## src/rdcc_pkg.sv

```systemverilog
// Shared types and constants for the damage rectangle clip and merge unit.
// No dependencies.
package rdcc_pkg;

	localparam int MAX_RECTS  = 64;
	localparam int CNT_W      = $clog2(MAX_RECTS + 1);
	localparam int FIFO_DEPTH = 4;
	localparam int PTR_W      = $clog2(FIFO_DEPTH);
	localparam int FCNT_W     = $clog2(FIFO_DEPTH + 1);

	localparam logic [1:0] CFG_WINDOW_LEFT   = 2'd0;
	localparam logic [1:0] CFG_WINDOW_TOP    = 2'd1;
	localparam logic [1:0] CFG_WINDOW_WIDTH  = 2'd2;
	localparam logic [1:0] CFG_WINDOW_HEIGHT = 2'd3;

	typedef struct packed {
		logic signed [15:0] rect_left;
		logic signed [15:0] rect_top;
		logic [15:0]        rect_width;
		logic [15:0]        rect_height;
		logic               frame_end;
	} rect_item_t;

	typedef struct packed {
		logic signed [15:0] out_left;
		logic signed [15:0] out_top;
		logic [15:0]        out_width;
		logic [15:0]        out_height;
		logic               is_final;
		logic               is_empty;
	} result_item_t;

	typedef struct packed {
		logic signed [15:0] left;
		logic signed [15:0] top;
		logic [15:0]        width;
		logic [15:0]        height;
		logic signed [17:0] right;
		logic               hit;
		logic               frame_end;
	} clip_t;

	typedef struct packed {
		logic [1:0]   count;
		result_item_t first;
		result_item_t second;
	} push_t;

endpackage

```

## src/rdcc_clip.sv

```systemverilog
// Clips one damage rectangle against the capture window (combinational).
// Depends on rdcc_pkg.
module rdcc_clip (
	input  rdcc_pkg::rect_item_t item,
	input  logic signed [15:0]   window_left,
	input  logic signed [15:0]   window_top,
	input  logic [15:0]          window_width,
	input  logic [15:0]          window_height,
	output rdcc_pkg::clip_t      clip
);
	import rdcc_pkg::*;

	logic signed [17:0] wl, wt, wr, wb, l, t, x2, y2, ix1, iy1, ix2, iy2, dx, dy;

	always_comb begin
		wl  = 18'(window_left);
		wt  = 18'(window_top);
		wr  = wl + $signed({2'b00, window_width});
		wb  = wt + $signed({2'b00, window_height});
		l   = 18'(item.rect_left);
		t   = 18'(item.rect_top);
		x2  = l + $signed({2'b00, item.rect_width});
		y2  = t + $signed({2'b00, item.rect_height});
		ix1 = (l < wl) ? wl : l;
		iy1 = (t < wt) ? wt : t;
		ix2 = (x2 > wr) ? wr : x2;
		iy2 = (y2 > wb) ? wb : y2;
		dx  = ix2 - ix1;
		dy  = iy2 - iy1;

		clip.left      = ix1[15:0];
		clip.top       = iy1[15:0];
		clip.width     = dx[15:0];
		clip.height    = dy[15:0];
		clip.right     = ix2;
		clip.hit       = (ix2 > ix1) && (iy2 > iy1);
		clip.frame_end = item.frame_end;
	end

endmodule

```

## src/rdcc_merge.sv

```systemverilog
// Pending rectangle, horizontal merge and per-frame emit cap.
// Depends on rdcc_pkg.
module rdcc_merge (
	input  logic            clk,
	input  logic            arst_n,
	input  logic            advance,
	input  rdcc_pkg::clip_t clip,
	output rdcc_pkg::push_t push
);
	import rdcc_pkg::*;

	localparam logic [CNT_W-1:0] CAP = CNT_W'(MAX_RECTS);

	logic               pend_valid_q;
	logic signed [15:0] pend_left_q, pend_top_q;
	logic [15:0]        pend_width_q, pend_height_q;
	logic [CNT_W-1:0]   count_q;

	logic               touch, emit_mid;
	logic signed [17:0] pend_right, grown;
	logic               nx_valid;
	logic signed [15:0] nx_left, nx_top;
	logic [15:0]        nx_width, nx_height;
	logic [CNT_W-1:0]   nx_count;
	result_item_t       mid_res, fin_res;

	always_comb begin
		pend_right = 18'(pend_left_q) + $signed({2'b00, pend_width_q});
		grown      = clip.right - 18'(pend_left_q);
		touch      = pend_valid_q && (pend_top_q == clip.top) &&
			(pend_height_q == clip.height) && (pend_right == 18'(clip.left));
		emit_mid   = clip.hit && !touch && pend_valid_q && (count_q < CAP);

		nx_valid  = pend_valid_q;
		nx_left   = pend_left_q;
		nx_top    = pend_top_q;
		nx_width  = pend_width_q;
		nx_height = pend_height_q;
		nx_count  = count_q + CNT_W'(emit_mid);
		if (clip.hit) begin
			if (touch) begin
				nx_width = grown[15:0];
			end else begin
				nx_valid  = 1'b1;
				nx_left   = clip.left;
				nx_top    = clip.top;
				nx_width  = clip.width;
				nx_height = clip.height;
			end
		end

		mid_res = '{out_left: pend_left_q, out_top: pend_top_q, out_width: pend_width_q,
			out_height: pend_height_q, is_final: 1'b0, is_empty: 1'b0};
		if (nx_valid && (nx_count < CAP)) begin
			fin_res = '{out_left: nx_left, out_top: nx_top, out_width: nx_width,
				out_height: nx_height, is_final: 1'b1, is_empty: 1'b0};
		end else begin
			fin_res = '{out_left: '0, out_top: '0, out_width: '0,
				out_height: '0, is_final: 1'b1, is_empty: 1'b1};
		end

		push.count  = advance ? (2'(emit_mid) + 2'(clip.frame_end)) : 2'd0;
		push.first  = emit_mid ? mid_res : fin_res;
		push.second = fin_res;
	end

	always_ff @(posedge clk or negedge arst_n) begin
		if (!arst_n) begin
			pend_valid_q  <= 1'b0;
			pend_left_q   <= '0;
			pend_top_q    <= '0;
			pend_width_q  <= '0;
			pend_height_q <= '0;
			count_q       <= '0;
		end else if (advance) begin
			if (clip.frame_end) begin
				// frame closed: drop pending and restart the cap
				pend_valid_q  <= 1'b0;
				pend_left_q   <= '0;
				pend_top_q    <= '0;
				pend_width_q  <= '0;
				pend_height_q <= '0;
				count_q       <= '0;
			end else begin
				pend_valid_q  <= nx_valid;
				pend_left_q   <= nx_left;
				pend_top_q    <= nx_top;
				pend_width_q  <= nx_width;
				pend_height_q <= nx_height;
				count_q       <= nx_count;
			end
		end
	end

endmodule

```

## src/rdcc_out_fifo.sv

```systemverilog
// Result queue: takes up to two results a cycle, hands out one unless result_stall holds it.
// Depends on rdcc_pkg.
module rdcc_out_fifo (
	input  logic                   clk,
	input  logic                   arst_n,
	input  rdcc_pkg::push_t        push,
	output logic                   has_room,
	output logic                   result_valid,
	input  logic                   result_stall,
	output rdcc_pkg::result_item_t result
);
	import rdcc_pkg::*;

	result_item_t      mem_q [FIFO_DEPTH];
	logic [PTR_W-1:0]  rd_ptr_q, wr_ptr_q, wr_ptr_nx;
	logic [FCNT_W-1:0] fill_q;
	logic              pop;

	assign result_valid = (fill_q != '0);
	assign result       = mem_q[rd_ptr_q];
	assign pop          = result_valid && !result_stall;
	// room for the worst case of two results from one transaction
	assign has_room     = (fill_q <= FCNT_W'(FIFO_DEPTH - 2));
	assign wr_ptr_nx    = wr_ptr_q + PTR_W'(1);

	always_ff @(posedge clk) begin
		if (push.count != 2'd0) begin
			mem_q[wr_ptr_q] <= push.first;
		end
		if (push.count == 2'd2) begin
			mem_q[wr_ptr_nx] <= push.second;
		end
	end

	always_ff @(posedge clk or negedge arst_n) begin
		if (!arst_n) begin
			rd_ptr_q <= '0;
			wr_ptr_q <= '0;
			fill_q   <= '0;
		end else begin
			wr_ptr_q <= wr_ptr_q + PTR_W'(push.count);
			rd_ptr_q <= rd_ptr_q + PTR_W'(pop);
			fill_q   <= fill_q + FCNT_W'(push.count) - FCNT_W'(pop);
		end
	end

endmodule

```

## src/damage_rect_clip_coalesce_unit.sv

```systemverilog
// Top level of the damage rectangle clip and merge unit.
// Depends on rdcc_pkg, rdcc_clip, rdcc_merge and rdcc_out_fifo.
//
//  channel   handshake                payload
//  rect      rect_valid / rect_stall  rect (rect_item_t)
//  result    result_valid / result_stall  result (result_item_t)
//  cfg       cfg_valid / cfg_ready    cfg_index, cfg_data
//
// One rectangle enters per cycle while the queue has room; it is clipped and merged
// while it sits in its input register, and its results land in a four-entry queue.
// An item with a mid-frame emit plus frame end gives two results; the single
// result port then sets the pace at one result per cycle unless result_stall holds it.
// An accepted rectangle passes its input register and then the result queue.
// arst_n clears window registers, pending rectangle, cap count and queue.
// rect_stall rises only when the queue lacks room for two more results.
module damage_rect_clip_coalesce_unit (
	input  logic                   clk,
	input  logic                   arst_n,
	input  logic                   rect_valid,
	output logic                   rect_stall,
	input  rdcc_pkg::rect_item_t   rect,
	output logic                   result_valid,
	input  logic                   result_stall,
	output rdcc_pkg::result_item_t result,
	input  logic                   cfg_valid,
	output logic                   cfg_ready,
	input  logic [1:0]             cfg_index,
	input  logic [15:0]            cfg_data
);
	import rdcc_pkg::*;

	logic signed [15:0] win_left_q, win_top_q;
	logic [15:0]        win_width_q, win_height_q;
	rect_item_t         rect_s1;
	logic               valid_s1;
	logic               has_room, advance, accept;
	clip_t              clip;
	push_t              push;

	assign cfg_ready  = 1'b1;
	assign advance    = valid_s1 && has_room;
	assign rect_stall = valid_s1 && !has_room;
	assign accept     = rect_valid && !rect_stall;

	always_ff @(posedge clk or negedge arst_n) begin
		if (!arst_n) begin
			win_left_q   <= '0;
			win_top_q    <= '0;
			win_width_q  <= '0;
			win_height_q <= '0;
		end else if (cfg_valid && cfg_ready) begin
			unique case (cfg_index)
				CFG_WINDOW_LEFT:   win_left_q   <= cfg_data;
				CFG_WINDOW_TOP:    win_top_q    <= cfg_data;
				CFG_WINDOW_WIDTH:  win_width_q  <= cfg_data;
				CFG_WINDOW_HEIGHT: win_height_q <= cfg_data;
				default: ;
			endcase
		end
	end

	always_ff @(posedge clk or negedge arst_n) begin
		if (!arst_n) begin
			valid_s1 <= 1'b0;
		end else if (accept) begin
			valid_s1 <= 1'b1;
		end else if (advance) begin
			valid_s1 <= 1'b0;
		end
	end

	always_ff @(posedge clk) begin
		if (accept) begin
			rect_s1 <= rect;
		end
	end

	rdcc_clip u_clip (
		.item          (rect_s1),
		.window_left   (win_left_q),
		.window_top    (win_top_q),
		.window_width  (win_width_q),
		.window_height (win_height_q),
		.clip          (clip)
	);

	rdcc_merge u_merge (
		.clk     (clk),
		.arst_n  (arst_n),
		.advance (advance),
		.clip    (clip),
		.push    (push)
	);

	rdcc_out_fifo u_fifo (
		.clk          (clk),
		.arst_n       (arst_n),
		.push         (push),
		.has_room     (has_room),
		.result_valid (result_valid),
		.result_stall (result_stall),
		.result       (result)
	);

endmodule

```

## config.mk

```make
export PLATFORM = sky130hd
export DESIGN_NAME = damage_rect_clip_coalesce_unit
export DESIGN_NICKNAME = d
export VERILOG_FILES = /design/src/rdcc_pkg.sv /design/src/rdcc_clip.sv /design/src/rdcc_merge.sv /design/src/rdcc_out_fifo.sv /design/src/damage_rect_clip_coalesce_unit.sv
export SDC_FILE = /design/constraint.sdc
export NUM_CORES = 1
export LEC_CHECK = 0
export BUFFER_PORTS_ARGS = -buffer_cell sky130_fd_sc_hd__buf_2
export CAP_MARGIN = 20
export CORE_UTILIZATION = 40
export DETAILED_ROUTE_END_ITERATION = 10
export PLACE_DENSITY_LB_ADDON = 0.05
export SLEW_MARGIN = 25
export SYNTH_ARGS = -nofsm -noshare
export SYNTH_HDL_FRONTEND = slang
export SYNTH_HIERARCHICAL = 1
export SYNTH_SLANG_ARGS = --single-unit
export TNS_END_PERCENT = 20
```

## constraint.sdc

```tcl
create_clock -name clk -period 30.9 [get_ports clk]
set_input_delay 4.635 -clock clk [delete_from_list [all_inputs] [get_ports clk]]
set_output_delay 4.635 -clock clk [all_outputs]
set_load 0.01 [all_outputs]
```

Word level (Yosys, flattened, before mapping)
Memories as Yosys holds them, arrays and structs flattened.
Index checks and enable logic that the tools add are counted.
{"block": "totals", "register_bits": 209, "mem_bits_rw": 264, "in_bits": 88, "output_inout_bits": 69, "elab_cells": 104, "memories": 1}
{"name": "u_fifo.mem_q", "words": 4, "word_bits": 66, "rd": 1, "rd_ports_with_merged_regs": 0, "write_ports": 2, "line_no": "rdcc_out_fifo.sv:14", "rtl": "result_item_t mem_q [FIFO_DEPTH];"}
{"block": "op_classes", "addsub": 15, "n_lt_le_gt_ge": 9, "n_eq_ne": 7, "mux": 29, "reduce_logical": 24}
{"cell": "$mux W16", "n": 12}
{"cell": "$mux W66", "n": 2}
{"cell": "$add A16 B17 Y18", "n": 5}
{"cell": "$gt A18 B18 Y1", "n": 4}
{"cell": "$mux W18", "n": 4}
{"cell": "$sub A16 B16 Y16", "n": 3}
{"cell": "$eq A16 B16 Y1", "n": 2}
{"cell": "$lt A16 B16 Y1", "n": 2}
{"cell": "$eq A18 B16 Y1", "n": 1}
{"cell": "$lt A7 B7 Y1 const B", "n": 2}
{"cell": "$logic_and A1 B1 Y1", "n": 12}
{"cell": "$mux W1", "n": 9}
{"cell": "$reduce_and A2 Y1", "n": 4}
{"cell": "$add A7 B1 Y7", "n": 1}
{"cell": "$mux W7", "n": 1}
{"cell": "$eq A2 B2 Y1 const B", "n": 3}
{"cell": "$logic_not A1 Y1", "n": 4}
{"cell": "$reduce_bool A2 Y1", "n": 2}
{"cell": "$add A3 B2 Y3", "n": 1}
{"cell": "$le A3 B2 Y1 const B", "n": 1}
{"cell": "$reduce_bool A3 Y1", "n": 1}
{"cell": "$sub A3 B1 Y3", "n": 1}
{"cell": "$add A1 B1 Y2", "n": 1}
{"cell": "$add A2 B1 Y2", "n": 1}
{"cell": "other kinds (5)", "n": 5}

Depth between registers and ports, before layout
{"block": "depth", "depth_word": 16, "mapped_depth": 54, "mapped_depth_nobuf": 50}

Hierarchy
Netlist, hierarchy kept.
{"mod": "rdcc_out_fifo", "n_inst": 1, "cells_each": 680, "area_each_um2": 13275.2, "seq_area_each_um2": 8102.8}
{"mod": "rdcc_clip", "n_inst": 1, "cells_each": 1054, "area_each_um2": 7917.6, "seq_area_each_um2": 0.0}
{"mod": "rdcc_merge", "n_inst": 1, "cells_each": 851, "area_each_um2": 6688.9, "seq_area_each_um2": 1801.7}
{"mod": "damage_rect_clip_coalesce_unit", "n_inst": 1, "cells_each": 209, "area_each_um2": 4428.0, "seq_area_each_um2": 3578.4}

Worst setup path after synthesis
OpenSTA, ideal clock, no wires.
{"block": "synth_path", "path_type": "register -> register", "start": "register win_top_q[0]", "end": "memory u_fifo/mem_q[0][0] (netlist bit) (enable)", "setup_ps": 588, "arrival_time_ps": 14121, "required_time_ps": 30312, "slack_ps": 16191, "path_stages_with_launch": 47, "n_path_buf": 2, "synth_period_minus_slack_ps": 14709, "cell_sequence": "dfrtp_1 > ha_1 > inv_1 > fa_1 > nor2b_1 > o31a_1 > o2111ai_1 > nand4_1 > nand3_1 > nand2b_1 > a311o_1 > a21oi_1 > xnor2_1 > inv_1 > ha_1 > and4_1 > and3_1 > a41oi_1 > (+11 left out) > a21oi_1 > o21ai_0 > a2111oi_0 > nor2_1 > xor2_1 > xnor2_1 > nand4_1 > nor4_1 > nand4_1 > a2111o_1 > nor4_4 > a21o_1 > buf_2 > clkinv_1 > ha_1 > and2_1 > nor2_1 > o31ai_1"}
{"element": "start, declared", "line_no": "damage_rect_clip_coalesce_unit.sv:32", "rtl": "logic signed [15:0] win_left_q, win_top_q;"}
{"element": "start signal, assigned", "line_no": "damage_rect_clip_coalesce_unit.sv:54", "rtl": "CFG_WINDOW_TOP: win_top_q <= cfg_data;"}
{"element": "end, declared", "line_no": "rdcc_out_fifo.sv:14"}

==> flow_metrics.tcl <==
set metrics [dict create \
    outcome "complete, no violations" \
    clock_latency_ps 650 \
    syn_to_final_growth_pct 11.4 \
    seq_area_frac_synth_pct 41.7 \
    yosys.area.top_type_share_pct 30.6 \
    antenna_found_initial 2 \
    drive_above_1_share_pct 25.7 \
    hold_start "win_height_q[14]" \
    fin_tns_setup_ps 0 \
    grt_use_total_pct 24.5 \
    top_regs "u_fifo/mem_q x264, rect_s1 x65" \
    cts_resized 0 \
    reg2reg_depth 50 \
    first_iter_violations 1714 \
    via_per_inst 5.85 \
    grt_max_degree 59 \
    synth_top_area_cell "edfxtp_1" \
    reg2reg_from "rect_s1[33]" \
    grt_pass1_vias 23500 \
    finalCritPeriodShare_pct 47.4 \
    yosysWarnings 6 \
    largest_reg_flops 264 \
    slowest_delay_ps 780 \
    drtPass1Iterations 6 \
    routed_wl_mm 101 \
    dp_hpwl_mm 70.0 \
    required_ps 31400 \
    numPortBuffers 155 \
    tightest_slew_ps 1020 \
    crit_path_frequent_cell "ha_1" \
    rr_endpoint "u_fifo/mem_q[3][41]" \
    final_common_cell "mux2_2" \
    wl_per_cell_um 25.2 \
    async_reset_ff_share_pct 30.4 \
    ys_top_cells_by_area "edfxtp_1 31%, mux2_2 12%, dfrtp_1 11%" \
    worst_slew_margin_rel_pct 32.3 \
    max_freq_mhz 68.3 \
    synth_edf_count 329 \
    layout_common_cells "338 x mux2_2, 329 x edfxtp_1, 204 x ha_1" \
    crit_path_start_kind "flop" \
    fillCellCount 7339 \
    yosysUniqueCellTypes 102 \
    cts_tree "done" \
    cts_buffers 57 \
    fin_crit_ps 14640 \
    worstHoldPathCells 1 \
    syn_avg_cell_area_um2 11.6 \
    gp_congestion 0.874 \
    worstPathMaxFanout 54 \
    rsz0062_at_grt "no" \
    vias 23500 \
    hold_viol 0 \
    arrival_ps 15150 \
    syn_inst 2794 \
    startpoint "rect_s1[33]" \
    end_kind "flop" \
    hold_path.class "flop to flop" \
    rows 103 \
    root_buffer "clkbuf_16" \
    clk_path_buf_depth 3 \
    die_h_um 286 \
    clk_pin_slew_ps 60 \
    core_area_um2 79500 \
    cp_slowest_cell "mux2i_4" \
    ant_nets 0 \
    syn_nets 3095 \
    clock_sinks 473 \
    grt_overflow 0 \
    ys_ff_latch 473 \
    hold_end "win_height_q[14]" \
    start_util_pct 40.6 \
    grt_pass1_wl_mm 152 \
    fin_nets 3214 \
    cts_max_level 2 \
    top_register "u_fifo/mem_q" \
    die_area_um2 81900 \
    setup_viol 0 \
    die_w_um 286 \
    cap_violations 0 \
    hold_buffers 0 \
    critical_path_class "flop to flop" \
    finalClockSkew_ps 26.8 \
    drcViolationCount 0 \
    yosys_most_used_dff "edfxtp_1" \
    drv_slew 0 \
    ioPinCount 157 \
    syn-cell-area_um2 32300 \
    antenna_cells 0 \
    regToRegSetupSlack_ps 16260 \
    postCtsSetupRepairBufs 0 \
]
==> cells in the mapped netlist, types with 38 or more instances <==
cell type	instances
mux2_2	338
edfxtp_1	329
ha_1	204
nand2_1	190
a21oi_1	169
inv_1	157
dfrtp_1	144
nor2_1	108
xnor2_1	103
a22o_1	97
o21ai_0	93
mux4_2	66
xor2_1	53
mux2i_1	50
clkbuf_1	45
a21o_1	41
buf_2	40
nand3_1	39
nor3_1	38
==> kinds of logic after synthesis <==
logic type | Yosys count | share of synthesized area [%]
adder cells (fa/ha/maj) | 213 | 8.46
AO/OA/AOI/OAI | 635 | 13.6
other | 2 | 0.0232
multiplexers | 488 | 19.5
AND/OR/NAND/NOR | 543 | 8.25
XOR/XNOR | 157 | 4.28
flip-flops | 473 | 41.7
buffers and inverters | 283 | 4.12
==> metal layers <==
layer	vias up	global-route usage, %	part of all wire, %
met5	-	0	0
met4	0	5.47	2.0
met3	116	2.65	4.6
met2	628	39.0	45
met1	11800	35.8	48
li1	10900	-	-
==> area by class of cell <==
class                      instances  area, µm²  share of cell area, %
clock inverter                    26        328                  0.911
inverter                         158        594                   1.65
clock buffer                      80       1630                   4.54
sequential                       473      13500                   37.5
multi-input combinational       2038      17600                   49.0
tap                             1050       1310                   3.65
timing repair buffer             185       1000                   2.79
==> stage by stage <==
step	instance area [µm²]	utilization [%]	setup WS, ps	hold slack [ps]	std cells
after floorplan	32300	-	16190	471	2794
after global placement	34000	42.8	16530	496	3902
after detailed placement	34000	42.8	16420	501	3902
after CTS	36000	45.2	16340	514	4008
after global routing	36000	45.3	15230	521	4010
final	36000	45.3	16260	510	4010
==> worst max path at each step <==
stage                               end  slack [ps]  depth (start not counted)
detailed placement  u_fifo/mem_q[0][34]       16420                         50
CTS                 u_fifo/mem_q[3][41]       16340                         50
global placement    u_fifo/mem_q[2][13]       16530                         51
floorplan            u_fifo/mem_q[0][0]       16190                         46
global route         u_fifo/mem_q[1][7]       15230                         51
finish              u_fifo/mem_q[3][41]       16260                         50
==> critical path: cells and delay by family, from the launching register on <==
kind	cells	cell delay, ps
compound gates	17	4580
xor+xnor	4	1300
fa+ha+maj	7	1900
buf+inv	6	1910
flops	1	460
mux	3	1220
simple gates	13	3020
Power is not shown: default switching activity piles up to over one toggle a cycle in this logic, so the estimate is an artifact.
